### config.mk
export PLATFORM = sky130hd
export DESIGN_NAME = quadrature_x4_decoder_index_top
export DESIGN_NICKNAME = d
export VERILOG_FILES = /design/src/rtl/qdx_pkg.sv /design/src/rtl/quadrature_x4_decoder_index_top.sv /design/src/rtl/qdx_filter.sv /design/src/rtl/qdx_track.sv /design/src/rtl/qdx_angle.sv
export SDC_FILE = /design/constraint.sdc
export NUM_CORES = 1
export LEC_CHECK = 0
export BUFFER_PORTS_ARGS = -buffer_cell sky130_fd_sc_hd__buf_4
export CORE_MARGIN = 5
export CORE_UTILIZATION = 59
export CTS_BUF_LIST = sky130_fd_sc_hd__clkbuf_4 sky130_fd_sc_hd__clkbuf_8
export DETAILED_ROUTE_END_ITERATION = 12
export GPL_ROUTABILITY_DRIVEN = 0
export GPL_TIMING_DRIVEN = 0
export MAX_ROUTING_LAYER = met4
export PLACE_DENSITY_LB_ADDON = 0.1
export SETUP_SLACK_MARGIN = 0.5
export SYNTH_ARGS = -nofsm -noshare
export SYNTH_HDL_FRONTEND = slang
export SYNTH_HIERARCHICAL = 1
export SYNTH_SLANG_ARGS = --single-unit
export TNS_END_PERCENT = 50
### constraint.sdc
create_clock -name aclk -period 6 [get_ports aclk]
set_input_delay 0.3 -clock aclk [delete_from_list [all_inputs] [get_ports aclk]]
set_output_delay 0.3 -clock aclk [all_outputs]
set_load 0.03 [all_outputs]
### src/rtl/qdx_pkg.sv
// qdx_pkg: shared types and constants for the x4 quadrature decoder with index
// no dependencies; used by every module under rtl

package qdx_pkg;

    // parameter defaults
    localparam int COUNT_WIDTH_DEF  = 16;
    localparam int FILTER_WIDTH_DEF = 10;

    // configuration register widths
    localparam int FS_W       = 10;
    localparam int DEG_W      = 23;
    localparam int CFG_ADDR_W = 2;
    localparam int CFG_DATA_W = 23;

    // configuration register indexes
    localparam logic [CFG_ADDR_W-1:0] REG_FILTER_SAMPLES    = 2'd0;
    localparam logic [CFG_ADDR_W-1:0] REG_DEGREES_PER_COUNT = 2'd1;
    localparam logic [CFG_ADDR_W-1:0] REG_INDEX_ENABLE      = 2'd2;

    // configuration reset values
    localparam logic [FS_W-1:0]  FILTER_SAMPLES_RST    = 10'd100;
    localparam logic [DEG_W-1:0] DEGREES_PER_COUNT_RST = 23'd5898240;

    // one pin sample as it sits in the input tdata, lowest bit last in the list
    typedef struct packed {
        logic flag_ack;
        logic index_z;
        logic phase_b;
        logic phase_a;
    } qdx_sample_t;

    localparam int IN_DATA_W = 8;

endpackage

### src/rtl/quadrature_x4_decoder_index_top.sv
// x4 quadrature decoder with index: the input stage (filters and count) registers its result
// and feeds the multiplier stage with its result register; throughput one beat per cycle
// while m_tready does not hold the output back.
// aresetn is synchronous, active low: count, flag, filters and registers return to
// their defaults (filter 100 samples, 90 degrees per count, index disabled).
// depends on qdx_pkg, qdx_track, qdx_angle

module quadrature_x4_decoder_index_top #(
    parameter int COUNT_WIDTH  = qdx_pkg::COUNT_WIDTH_DEF,
    parameter int FILTER_WIDTH = qdx_pkg::FILTER_WIDTH_DEF,
    localparam int ANG_W       = COUNT_WIDTH + qdx_pkg::DEG_W,
    localparam int OUT_BITS    = COUNT_WIDTH + ANG_W + 1,
    localparam int OUT_W       = ((OUT_BITS + 7) / 8) * 8
) (
    input  logic                           aclk,
    input  logic                           aresetn,
    input  logic                           cfg_wr_en,
    input  logic [qdx_pkg::CFG_ADDR_W-1:0] cfg_addr,
    input  logic [qdx_pkg::CFG_DATA_W-1:0] cfg_wdata,
    input  logic                           s_tvalid,
    output logic                           s_tready,
    // phase_a, phase_b, index_z, flag_ack, zero fill
    input  logic [qdx_pkg::IN_DATA_W-1:0]  s_tdata,
    output logic                           m_tvalid,
    input  logic                           m_tready,
    // position_count, angle_q16, index_seen, zero fill
    output logic [OUT_W-1:0]               m_tdata
);

    logic [qdx_pkg::FS_W-1:0]  filter_samples_reg;
    logic [qdx_pkg::DEG_W-1:0] degrees_per_count_reg;
    logic                      index_enable_reg;

    qdx_pkg::qdx_sample_t      sample;
    logic                      mid_valid;
    logic                      mid_ready;
    logic [COUNT_WIDTH-1:0]    mid_count;
    logic                      mid_flag;
    logic [COUNT_WIDTH-1:0]    out_count;
    logic [ANG_W-1:0]          out_angle;
    logic                      out_flag;

    always_ff @(posedge aclk) begin
        if (!aresetn) begin
            filter_samples_reg    <= qdx_pkg::FILTER_SAMPLES_RST;
            degrees_per_count_reg <= qdx_pkg::DEGREES_PER_COUNT_RST;
            index_enable_reg      <= 1'b0;
        end else if (cfg_wr_en) begin
            case (cfg_addr)
                qdx_pkg::REG_FILTER_SAMPLES: begin
                    filter_samples_reg <= cfg_wdata[qdx_pkg::FS_W-1:0];
                end
                qdx_pkg::REG_DEGREES_PER_COUNT: begin
                    degrees_per_count_reg <= cfg_wdata[qdx_pkg::DEG_W-1:0];
                end
                qdx_pkg::REG_INDEX_ENABLE: begin
                    index_enable_reg <= cfg_wdata[0];
                end
                default: begin
                end
            endcase
        end
    end

    assign sample = qdx_pkg::qdx_sample_t'(s_tdata[3:0]);

    qdx_track #(
        .COUNT_WIDTH  (COUNT_WIDTH),
        .FILTER_WIDTH (FILTER_WIDTH)
    ) u_track (
        .aclk           (aclk),
        .aresetn        (aresetn),
        .in_valid       (s_tvalid),
        .in_ready       (s_tready),
        .in_sample      (sample),
        .filter_samples (filter_samples_reg),
        .index_enable   (index_enable_reg),
        .res_valid      (mid_valid),
        .res_ready      (mid_ready),
        .res_count      (mid_count),
        .res_flag       (mid_flag)
    );

    qdx_angle #(
        .COUNT_WIDTH (COUNT_WIDTH)
    ) u_angle (
        .aclk              (aclk),
        .aresetn           (aresetn),
        .in_valid          (mid_valid),
        .in_ready          (mid_ready),
        .in_count          (mid_count),
        .in_flag           (mid_flag),
        .degrees_per_count (degrees_per_count_reg),
        .out_valid         (m_tvalid),
        .out_ready         (m_tready),
        .out_count         (out_count),
        .out_angle         (out_angle),
        .out_flag          (out_flag)
    );

    assign m_tdata = OUT_W'({out_flag, out_angle, out_count});

endmodule

### src/rtl/qdx_filter.sv
// qdx_filter: glitch filter for one encoder line, holds the filtered level
// depends on qdx_pkg

module qdx_filter #(
    parameter int FILTER_WIDTH = qdx_pkg::FILTER_WIDTH_DEF
) (
    input  logic                     aclk,
    input  logic                     aresetn,
    input  logic                     fire,
    input  logic                     raw,
    input  logic [qdx_pkg::FS_W-1:0] filter_samples,
    output logic                     level,
    output logic                     accept
);

    localparam int CMP_W = (FILTER_WIDTH > qdx_pkg::FS_W) ? FILTER_WIDTH : qdx_pkg::FS_W;
    localparam logic [FILTER_WIDTH-1:0] RUN_MAX = {FILTER_WIDTH{1'b1}};

    logic                    level_reg;
    logic [FILTER_WIDTH-1:0] run_reg;
    logic [FILTER_WIDTH-1:0] run_next;
    logic [FILTER_WIDTH-1:0] run_inc;

    always_comb begin
        run_inc  = (run_reg == RUN_MAX) ? run_reg : run_reg + FILTER_WIDTH'(1);
        accept   = 1'b0;
        run_next = '0;
        if (raw != level_reg) begin
            if ((CMP_W'(run_inc) >= CMP_W'(filter_samples)) || (run_inc == RUN_MAX)) begin
                accept = 1'b1;
            end else begin
                run_next = run_inc;
            end
        end
    end

    always_ff @(posedge aclk) begin
        if (!aresetn) begin
            level_reg <= 1'b0;
            run_reg   <= '0;
        end else if (fire) begin
            run_reg <= run_next;
            if (accept) begin
                level_reg <= raw;
            end
        end
    end

    assign level = level_reg;

endmodule

### src/rtl/qdx_track.sv
// qdx_track: input stage, filters A and B, steps the position count, index flag
// depends on qdx_pkg and qdx_filter

module qdx_track #(
    parameter int COUNT_WIDTH  = qdx_pkg::COUNT_WIDTH_DEF,
    parameter int FILTER_WIDTH = qdx_pkg::FILTER_WIDTH_DEF
) (
    input  logic                     aclk,
    input  logic                     aresetn,
    input  logic                     in_valid,
    output logic                     in_ready,
    input  qdx_pkg::qdx_sample_t     in_sample,
    input  logic [qdx_pkg::FS_W-1:0] filter_samples,
    input  logic                     index_enable,
    output logic                     res_valid,
    input  logic                     res_ready,
    output logic [COUNT_WIDTH-1:0]   res_count,
    output logic                     res_flag
);

    logic                   in_fire;
    logic                   acc_a;
    logic                   acc_b;
    logic                   level_a;
    logic                   level_b;
    logic                   idx_rise;
    logic                   flag_seen;
    logic [COUNT_WIDTH-1:0] count_reg;
    logic [COUNT_WIDTH-1:0] count_next;
    logic                   flag_reg;
    logic                   prev_z_reg;
    logic                   res_valid_reg;
    logic                   res_flag_reg;

    assign in_ready = !res_valid_reg || res_ready;
    assign in_fire  = in_valid && in_ready;

    qdx_filter #(.FILTER_WIDTH(FILTER_WIDTH)) u_filter_a (
        .aclk           (aclk),
        .aresetn        (aresetn),
        .fire           (in_fire),
        .raw            (in_sample.phase_a),
        .filter_samples (filter_samples),
        .level          (level_a),
        .accept         (acc_a)
    );

    qdx_filter #(.FILTER_WIDTH(FILTER_WIDTH)) u_filter_b (
        .aclk           (aclk),
        .aresetn        (aresetn),
        .fire           (in_fire),
        .raw            (in_sample.phase_b),
        .filter_samples (filter_samples),
        .level          (level_b),
        .accept         (acc_b)
    );

    always_comb begin
        count_next = count_reg;
        // both lines moving at once is an illegal transition, count holds
        if (acc_a && !acc_b) begin
            if (in_sample.phase_a != level_b) begin
                count_next = count_reg + COUNT_WIDTH'(1);
            end else begin
                count_next = count_reg - COUNT_WIDTH'(1);
            end
        end else if (acc_b && !acc_a) begin
            if (in_sample.phase_b == level_a) begin
                count_next = count_reg + COUNT_WIDTH'(1);
            end else begin
                count_next = count_reg - COUNT_WIDTH'(1);
            end
        end
        idx_rise = index_enable && in_sample.index_z && !prev_z_reg;
        if (idx_rise) begin
            count_next = '0;
        end
        flag_seen = flag_reg || idx_rise;
    end

    always_ff @(posedge aclk) begin
        if (!aresetn) begin
            count_reg     <= '0;
            flag_reg      <= 1'b0;
            prev_z_reg    <= 1'b0;
            res_valid_reg <= 1'b0;
        end else begin
            if (in_ready) begin
                res_valid_reg <= in_valid;
            end
            if (in_fire) begin
                count_reg  <= count_next;
                flag_reg   <= flag_seen && !in_sample.flag_ack;
                prev_z_reg <= in_sample.index_z;
            end
        end
    end

    // reported flag is taken before the ack clears it
    always_ff @(posedge aclk) begin
        if (in_fire) begin
            res_flag_reg <= flag_seen;
        end
    end

    assign res_valid = res_valid_reg;
    assign res_count = count_reg;
    assign res_flag  = res_flag_reg;

    a_index_clears: assert property (@(posedge aclk) disable iff (!aresetn)
        in_fire && idx_rise |=> (count_reg == '0) && res_flag_reg)
        else $error("index edge did not clear count and report flag");

    a_both_lines_hold: assert property (@(posedge aclk) disable iff (!aresetn)
        in_fire && acc_a && acc_b && !idx_rise |=> count_reg == $past(count_reg))
        else $error("count moved on simultaneous A and B edges");

    a_idle_holds: assert property (@(posedge aclk) disable iff (!aresetn)
        !in_fire |=> $stable(count_reg) && $stable(flag_reg))
        else $error("state changed without an input beat");

    a_ack_clears: assert property (@(posedge aclk) disable iff (!aresetn)
        in_fire && in_sample.flag_ack |=> !flag_reg)
        else $error("acknowledge did not clear the index flag");

endmodule

### src/rtl/qdx_angle.sv
// qdx_angle: output stage, multiplies count by degrees per count into the result register
// depends on qdx_pkg

module qdx_angle #(
    parameter int COUNT_WIDTH = qdx_pkg::COUNT_WIDTH_DEF
) (
    input  logic                                       aclk,
    input  logic                                       aresetn,
    input  logic                                       in_valid,
    output logic                                       in_ready,
    input  logic [COUNT_WIDTH-1:0]                     in_count,
    input  logic                                       in_flag,
    input  logic [qdx_pkg::DEG_W-1:0]                  degrees_per_count,
    output logic                                       out_valid,
    input  logic                                       out_ready,
    output logic [COUNT_WIDTH-1:0]                     out_count,
    output logic [COUNT_WIDTH+qdx_pkg::DEG_W-1:0]      out_angle,
    output logic                                       out_flag
);

    localparam int ANG_W = COUNT_WIDTH + qdx_pkg::DEG_W;

    logic                       out_valid_reg;
    logic [COUNT_WIDTH-1:0]     count_reg;
    logic [ANG_W-1:0]           angle_reg;
    logic                       flag_reg;
    logic signed [ANG_W:0]      product;

    // degrees per count is unsigned, so it gets a zero sign bit
    assign product  = $signed(in_count) * $signed({1'b0, degrees_per_count});
    assign in_ready = !out_valid_reg || out_ready;

    always_ff @(posedge aclk) begin
        if (!aresetn) begin
            out_valid_reg <= 1'b0;
        end else if (in_ready) begin
            out_valid_reg <= in_valid;
        end
    end

    always_ff @(posedge aclk) begin
        if (in_valid && in_ready) begin
            count_reg <= in_count;
            angle_reg <= product[ANG_W-1:0];
            flag_reg  <= in_flag;
        end
    end

    assign out_valid = out_valid_reg;
    assign out_count = count_reg;
    assign out_angle = angle_reg;
    assign out_flag  = flag_reg;

endmodule

* Yosys cells after proc, flatten, opt, wreduce, memory -nomap -nowiden
Cells that the tools add are included. W data, S select, Z words.
Word-level totals: register bits after elaboration 133, latch bits 0, memory bits (writable) 0, bits in read-only memories 0, bits of input ports 38, output and inout bits 58, logic and storage cells 74, memories kept 0
Operators by class: add/subtract/negate cells 4, $mul 1, divide/modulo/power cells 0, order comparisons 2, eq/ne operators 10, shift operators 0, mux-type cells 15, bitwise logic cells 0, reductions and logical operators 26
Operators with widths (count):
- $mux W16 | 5
- $mux W10 | 6
- $eq A10 B10 Y1 const B | 4
- $mul A16 B24 Y39 | 1
- $add A10 B1 Y10 const B | 2
- $ge A10 B10 Y1 | 2
- $add A16 B1 Y16 const B | 1
- $sub A16 B1 Y16 const B | 1
- $reduce_and A2 Y1 | 6
- $logic_and A1 B1 Y1 | 7
- $logic_not A1 Y1 | 6
- $logic_or A1 B1 Y1 | 5
- $mux W1 | 4
- $ne A1 B1 Y1 | 3
- $reduce_bool A3 Y1 | 1
- $eq A2 B1 Y1 const B | 1
- $eq A2 B2 Y1 const B | 1
- $logic_not A2 Y1 | 1
- $eq A1 B1 Y1 | 1

* Longest topological paths before layout
word-level depth 11, depth in mapped cells 24, mapped depth without buffers 22

* Modules after synthesis
Netlist, hierarchy kept.
Modules (own cells, without submodules):
- qdx_angle | instances 1, cells each 1509, area each 14038.5 µm², seq. area each 1701.6 µm²
- qdx_filter | instances 2, cells each 135, area each 1066.0 µm², seq. area each 220.2 µm²
- quadrature_x4_decoder_index_top | instances 1, cells each 144, area each 1418.9 µm², seq. area each 680.7 µm²
- qdx_track | instances 1, cells each 170, area each 1386.3 µm², seq. area each 410.4 µm²

* Worst setup path before layout
OpenSTA, ideal clock, no wires.
path kind reg-to-reg, start reg u_track.count_reg[6] (netlist: u_track/res_count[6]), end reg u_angle.angle_reg[33] (netlist: u_angle/out_angle[33]), data pin, arrival time 6019 ps, data required time 5738 ps, path slack -280 ps, stages on the path, launching flop included 24, buffers on the path 2, clock period less this slack 6280 ps, cells stage by stage dfxtp_1 > clkbuf_1 > nand2_1 > fa_1 > inv_1 > fa_1 > inv_1 > fa_1 > inv_1 > fa_1 > fa_1 > inv_1 > fa_1 > inv_1 > ha_1 > clkbuf_1 > a21oi_1 > o21ai_0 > a211oi_1 > o41ai_1 > a221o_2 > a31oi_4 > o21ai_2 > xor2_1
Between the ends: word-level cells in the longest chain between the ends 1
RTL lines:
- start, declared | line qdx_track.sv:28 | logic [COUNT_WIDTH-1:0] count_reg;
- start signal, assigned | line qdx_track.sv:92 | count_reg <= count_next;
- $mul A16 B24 Y39 | line qdx_angle.sv:30 | assign product = $signed(in_count) * $signed({1'b0, degrees_per_count});
- via u_angle.product[33] | line qdx_angle.sv:27 | logic signed [ANG_W:0] product;
- end signal, assigned | line qdx_angle.sv:44 | angle_reg <= product[ANG_W-1:0];
- end, declared | line qdx_angle.sv:25 | logic [ANG_W-1:0] angle_reg;
The timed path passes the listed nets, and every way through them passes these cells. A chain may end at the register's enable or synchronous reset.

* Worst setup path after layout
start reg u_track.count_reg[13] (netlist: u_track/res_count[13]), end reg u_angle.angle_reg[33] (netlist: u_angle/out_angle[33]), data pin
Same word-level chain as after synthesis.

==> flow_results.xml <==
<?xml version="1.0" encoding="UTF-8"?>
<metrics>
  <group name="run_status">
    <metric name="run_status" unit="">finished, violations left</metric>
    <metric name="failed_checks" unit="">setup timing</metric>
  </group>
  <group name="worst_setup_path">
    <metric name="worstSetupStartpointType" unit="">flip-flop</metric>
    <metric name="critPathMaxFanout" unit="">10</metric>
    <metric name="timing.critical_path.required" unit="ns">6.23</metric>
    <metric name="critPathArrivalTime" unit="ns">6.44</metric>
    <metric name="reg2regPathDepth" unit="">22</metric>
    <metric name="setup.reg_to_reg.worst_slack" unit="ns">-0.21</metric>
    <metric name="crit_path_end_kind" unit="">flip-flop</metric>
    <metric name="crit_type" unit="">flip-flop to flip-flop</metric>
  </group>
  <group name="logic_synthesis">
    <metric name="synth_nets" unit="">2578</metric>
    <metric name="ys_types" unit="">81</metric>
    <metric name="ys_async_sr_fraction" unit="%">0</metric>
    <metric name="synth.avg_cell_area" unit="µm²">9.07</metric>
    <metric name="synth_seq_cells" unit="">133</metric>
    <metric name="synth_ff_type" unit="">dfxtp_1</metric>
    <metric name="post_synth_inst_count" unit="">2093</metric>
    <metric name="synth.yosys.warnings" unit="">6</metric>
    <metric name="post_syn_area" unit="µm²">19000</metric>
    <metric name="synth-edff-count" unit="">57</metric>
    <metric name="synth.yosys.seq_area_share" unit="%">17.0</metric>
  </group>
  <group name="sta">
    <metric name="slew_headroom" unit="%">44.7</metric>
    <metric name="fin_hold_ws" unit="ns">0.0546</metric>
    <metric name="final.period_utilization" unit="%">103</metric>
    <metric name="tns" unit="ns">-1.09</metric>
    <metric name="tightestPinTransition" unit="ns">0.829</metric>
    <metric name="finalWorstSetupSlack" unit="ns">-0.208</metric>
    <metric name="achievable_clock_frequency" unit="GHz">0.161</metric>
    <metric name="report.final.hold_viol_count" unit="">0</metric>
    <metric name="period_minus_slack" unit="ns">6.21</metric>
    <metric name="rsz0062_at_grt" unit="">yes</metric>
    <metric name="report.final.slew_viol_count" unit="">0</metric>
    <metric name="timing.clock.skew" unit="ns">0.0143</metric>
    <metric name="setup_violations" unit="">11</metric>
  </group>
  <group name="grt">
    <metric name="grt_max_degree" unit="">57</metric>
    <metric name="grt_antenna_before_repair" unit="">0</metric>
    <metric name="gr-total-overflow" unit="">0</metric>
    <metric name="grt_pass1_wl" unit="mm">83.6</metric>
    <metric name="first_global_vias" unit="">16000</metric>
    <metric name="track_usage" unit="%">30.5</metric>
  </group>
  <group name="clocking">
    <metric name="path_clk_slew" unit="ns">0.09</metric>
    <metric name="cts_tree" unit="">done</metric>
    <metric name="clock_path_buffers" unit="">2</metric>
    <metric name="number_of_buffers_added_by_the_clock_tree_synthesis_step" unit="">17</metric>
    <metric name="clock_sinks" unit="">133</metric>
    <metric name="ctsHtreeMaxLevel" unit="">4</metric>
    <metric name="cts_root_buffer" unit="">clkbuf_8</metric>
    <metric name="clock_insertion_delay_worst_skew" unit="ns">0.49</metric>
  </group>
  <group name="layout">
    <metric name="finalNonFillerCells" unit="">2732</metric>
    <metric name="share_of_cells_above_drive_strength_1" unit="%">22.4</metric>
    <metric name="antenna_cells_inserted" unit="">0</metric>
    <metric name="largest_reg_flops" unit="">39</metric>
    <metric name="areaGrowthSynthToFinish" unit="%">21.6</metric>
    <metric name="final_cell_area" unit="µm²">23100</metric>
    <metric name="fill_cells" unit="">2338</metric>
    <metric name="layout.core_utilization" unit="%">72.9</metric>
    <metric name="final_nets" unit="">2802</metric>
  </group>
  <group name="route">
    <metric name="maxUsedRoutingLayer" unit="">met4</metric>
    <metric name="firstDrtPassIters" unit="">7</metric>
    <metric name="dr_wl_met3" unit="mm">4.24</metric>
    <metric name="drt-total-wl" unit="mm">53.1</metric>
    <metric name="antenna_violating_nets_post_route" unit="">0</metric>
    <metric name="drt_drc_violations_left" unit="">0</metric>
    <metric name="route.vias.total" unit="">15600</metric>
    <metric name="detailroute.wirelength.met2" unit="mm">25.6</metric>
    <metric name="drt_iter0_markers" unit="">1330</metric>
    <metric name="met1_length" unit="mm">20.8</metric>
    <metric name="wl_per_cell" unit="µm">19.4</metric>
    <metric name="vias_per_cell" unit="">5.69</metric>
  </group>
  <group name="die">
    <metric name="num_rows" unit="">65</metric>
    <metric name="floorplan.initialDensity" unit="%">60.0</metric>
    <metric name="design.core.area" unit="µm²">31600</metric>
    <metric name="ioPinCount" unit="">96</metric>
    <metric name="die-height" unit="µm">189</metric>
    <metric name="overall_die_area" unit="µm²">35800</metric>
    <metric name="die_x" unit="µm">189</metric>
  </group>
  <group name="flow_run">
    <metric name="max_capacitance_violation_count" unit="">0</metric>
  </group>
  <group name="power_and_ir_drop">
    <metric name="cellPowerDensity" unit="nW/µm²">106</metric>
    <metric name="static-leakage-power" unit="nW">11.1</metric>
    <metric name="ir_worst_vdd" unit="mV">0.113</metric>
  </group>
  <group name="placement">
    <metric name="place_hpwl" unit="mm">39.6</metric>
    <metric name="place.detailed.instances" unit="">2584</metric>
    <metric name="buffers_on_ports" unit="">89</metric>
    <metric name="post_place_cell_area" unit="µm²">20800</metric>
  </group>
  <group name="min_path">
    <metric name="holdPathStages" unit="">4</metric>
    <metric name="hold_path_class" unit="">input port to flip-flop</metric>
  </group>
</metrics>
metal layers:
metal,up-vias,global-route usage [%]
met5,-,-
met1,7671,38.2
met3,146,5.24
met2,677,48.8
met4,0,14.2
li1,7061,-
per-stage QoR:
step	worst slack, ns	power (mW)
detailed placement	-0.975	1.64
finish	-0.208	2.44
CTS	-0.237	2.39
global placement	-0.944	1.63
global route	-0.346	2.57
floorplan	0.249	1.45
path summary, 6_finish.rpt:
kind,to,startpoint
hold reg to reg,u_angle/out_flag,u_track/res_flag
setup reg to reg,u_angle/out_angle[33],u_track/res_count[13]
setup / recovery,u_angle/out_angle[33],u_track/res_count[13]
hold / removal,u_track/flag_reg,s_tdata[3]
area by class of cell:
class                   instances  area (µm²)  share of cell area (%)
plain buffers                  98        1180                    5.12
repair buffers                205        1650                    7.16
flip-flops and latches        133        3380                    14.6
well taps                     402         503                    2.18
multi-input cells            1443       14400                    62.5
inverters                     419        1590                    6.87
clock inverters                15         121                   0.526
clock buffers                  17         234                    1.01
kinds of logic (layout without fill, tap and decap cells):
kind of cell / Yosys count / in the layout / synth area share (%)
simple gates: 679 / 679 / 18.1
buf+inv: 517 / 754 / 10.7
fa+ha+maj: 447 / 447 / 41.0
compound gates: 219 / 219 / 8.28
flops: 133 / 133 / 17.0
xor+xnor: 51 / 51 / 2.35
mux: 47 / 47 / 2.53
Yosys cell counts (5+ instances only):
cell type  number  area (µm²)
edfxtp_1       57        1710
inv_1         417        1570
a211o_1         6        52.6
or4_1           5        37.5
xnor2_1        26         228
nand2_1       300        1130
a21o_1         20         150
a32o_1         18         180
and3_1          6        37.5
o21ai_0        30         150
buf_2          12        60.1
mux2i_1        41         410
o211ai_1       11        82.6
nor3_1          7        35.0
nor2b_1        10        62.6
nand2b_1       19         119
mux2_2          5        56.3
dfxtp_1        76        1520
or3_1           8        50.1
a31oi_1        11        68.8
ha_1          155        1940
o31ai_1         5        37.5
nand4_1        20         125
a21oi_1        63         315
nand3_1        32         160
nor2_1         70         263
a211oi_1        6        45.0
buf_6           5        56.3
clkbuf_1       74         278
fa_1          292        5850
xor2_1         25         219
and4_1          7        61.3
and2_1        158         988
worst max-delay path, cell delays in order (launching register included):
cell and delay [ns]:
dfxtp_4 0.39, buf_4 0.19, clkbuf_4 0.26, nand2_1 0.10
fa_1 0.52, fa_1 0.51, inv_2 0.04, fa_2 0.52
fa_2 0.44, fa_1 0.51, inv_1 0.05, fa_1 0.42
inv_1 0.07, ha_1 0.23, clkbuf_8 0.16, a21oi_4 0.14
o21ai_2 0.09, a211oi_2 0.29, o41ai_4 0.14, a221o_2 0.45
a31oi_4 0.22, o21ai_2 0.07, xor2_1 0.15
cell usage in the layout, fill, tap and decap left out, types with 12 or more instances in the layout:
cell type    n
clkbuf_1    18
clkbuf_8    34
ha_1       138
fa_1       275
and2_1     143
and2_4      14
dfxtp_1     38
nand3_1     30
buf_8       19
buf_6       23
nor2_1      65
a32o_1      18
nand4_1     20
mux2i_1     41
nand2_1    283
ha_4        12
xor2_1      25
a21oi_1     46
fa_2        17
inv_1      398
clkbuf_16   14
edfxtp_1    57
o21ai_0     23
buf_4      187
nand2b_1    19
a21o_1      20
dfxtp_4     38
xnor2_1     24
inv_2       18
where the power goes:
group	leakage (nW)	total, mW	switching (mW)	internal, mW
registers	1.19	1.01	0.0378	0.977
logic	9.75	0.713	0.408	0.305
clock network	0.175	0.711	0.417	0.294
total	11.1	2.44	0.863	1.58
timing repair:
item | in CTS | in global routing
resized for setup | 166 | 106
buffers inserted | 65 | 49
pin swaps | 46 | 62
endpoints found under the setup margin | 27 | 25
endpoints found under the hold margin | 0 | 0
cloned | 0 | 2
hold buffers | 0 | 0
Note: power is estimated with default switching activity, not from simulation.
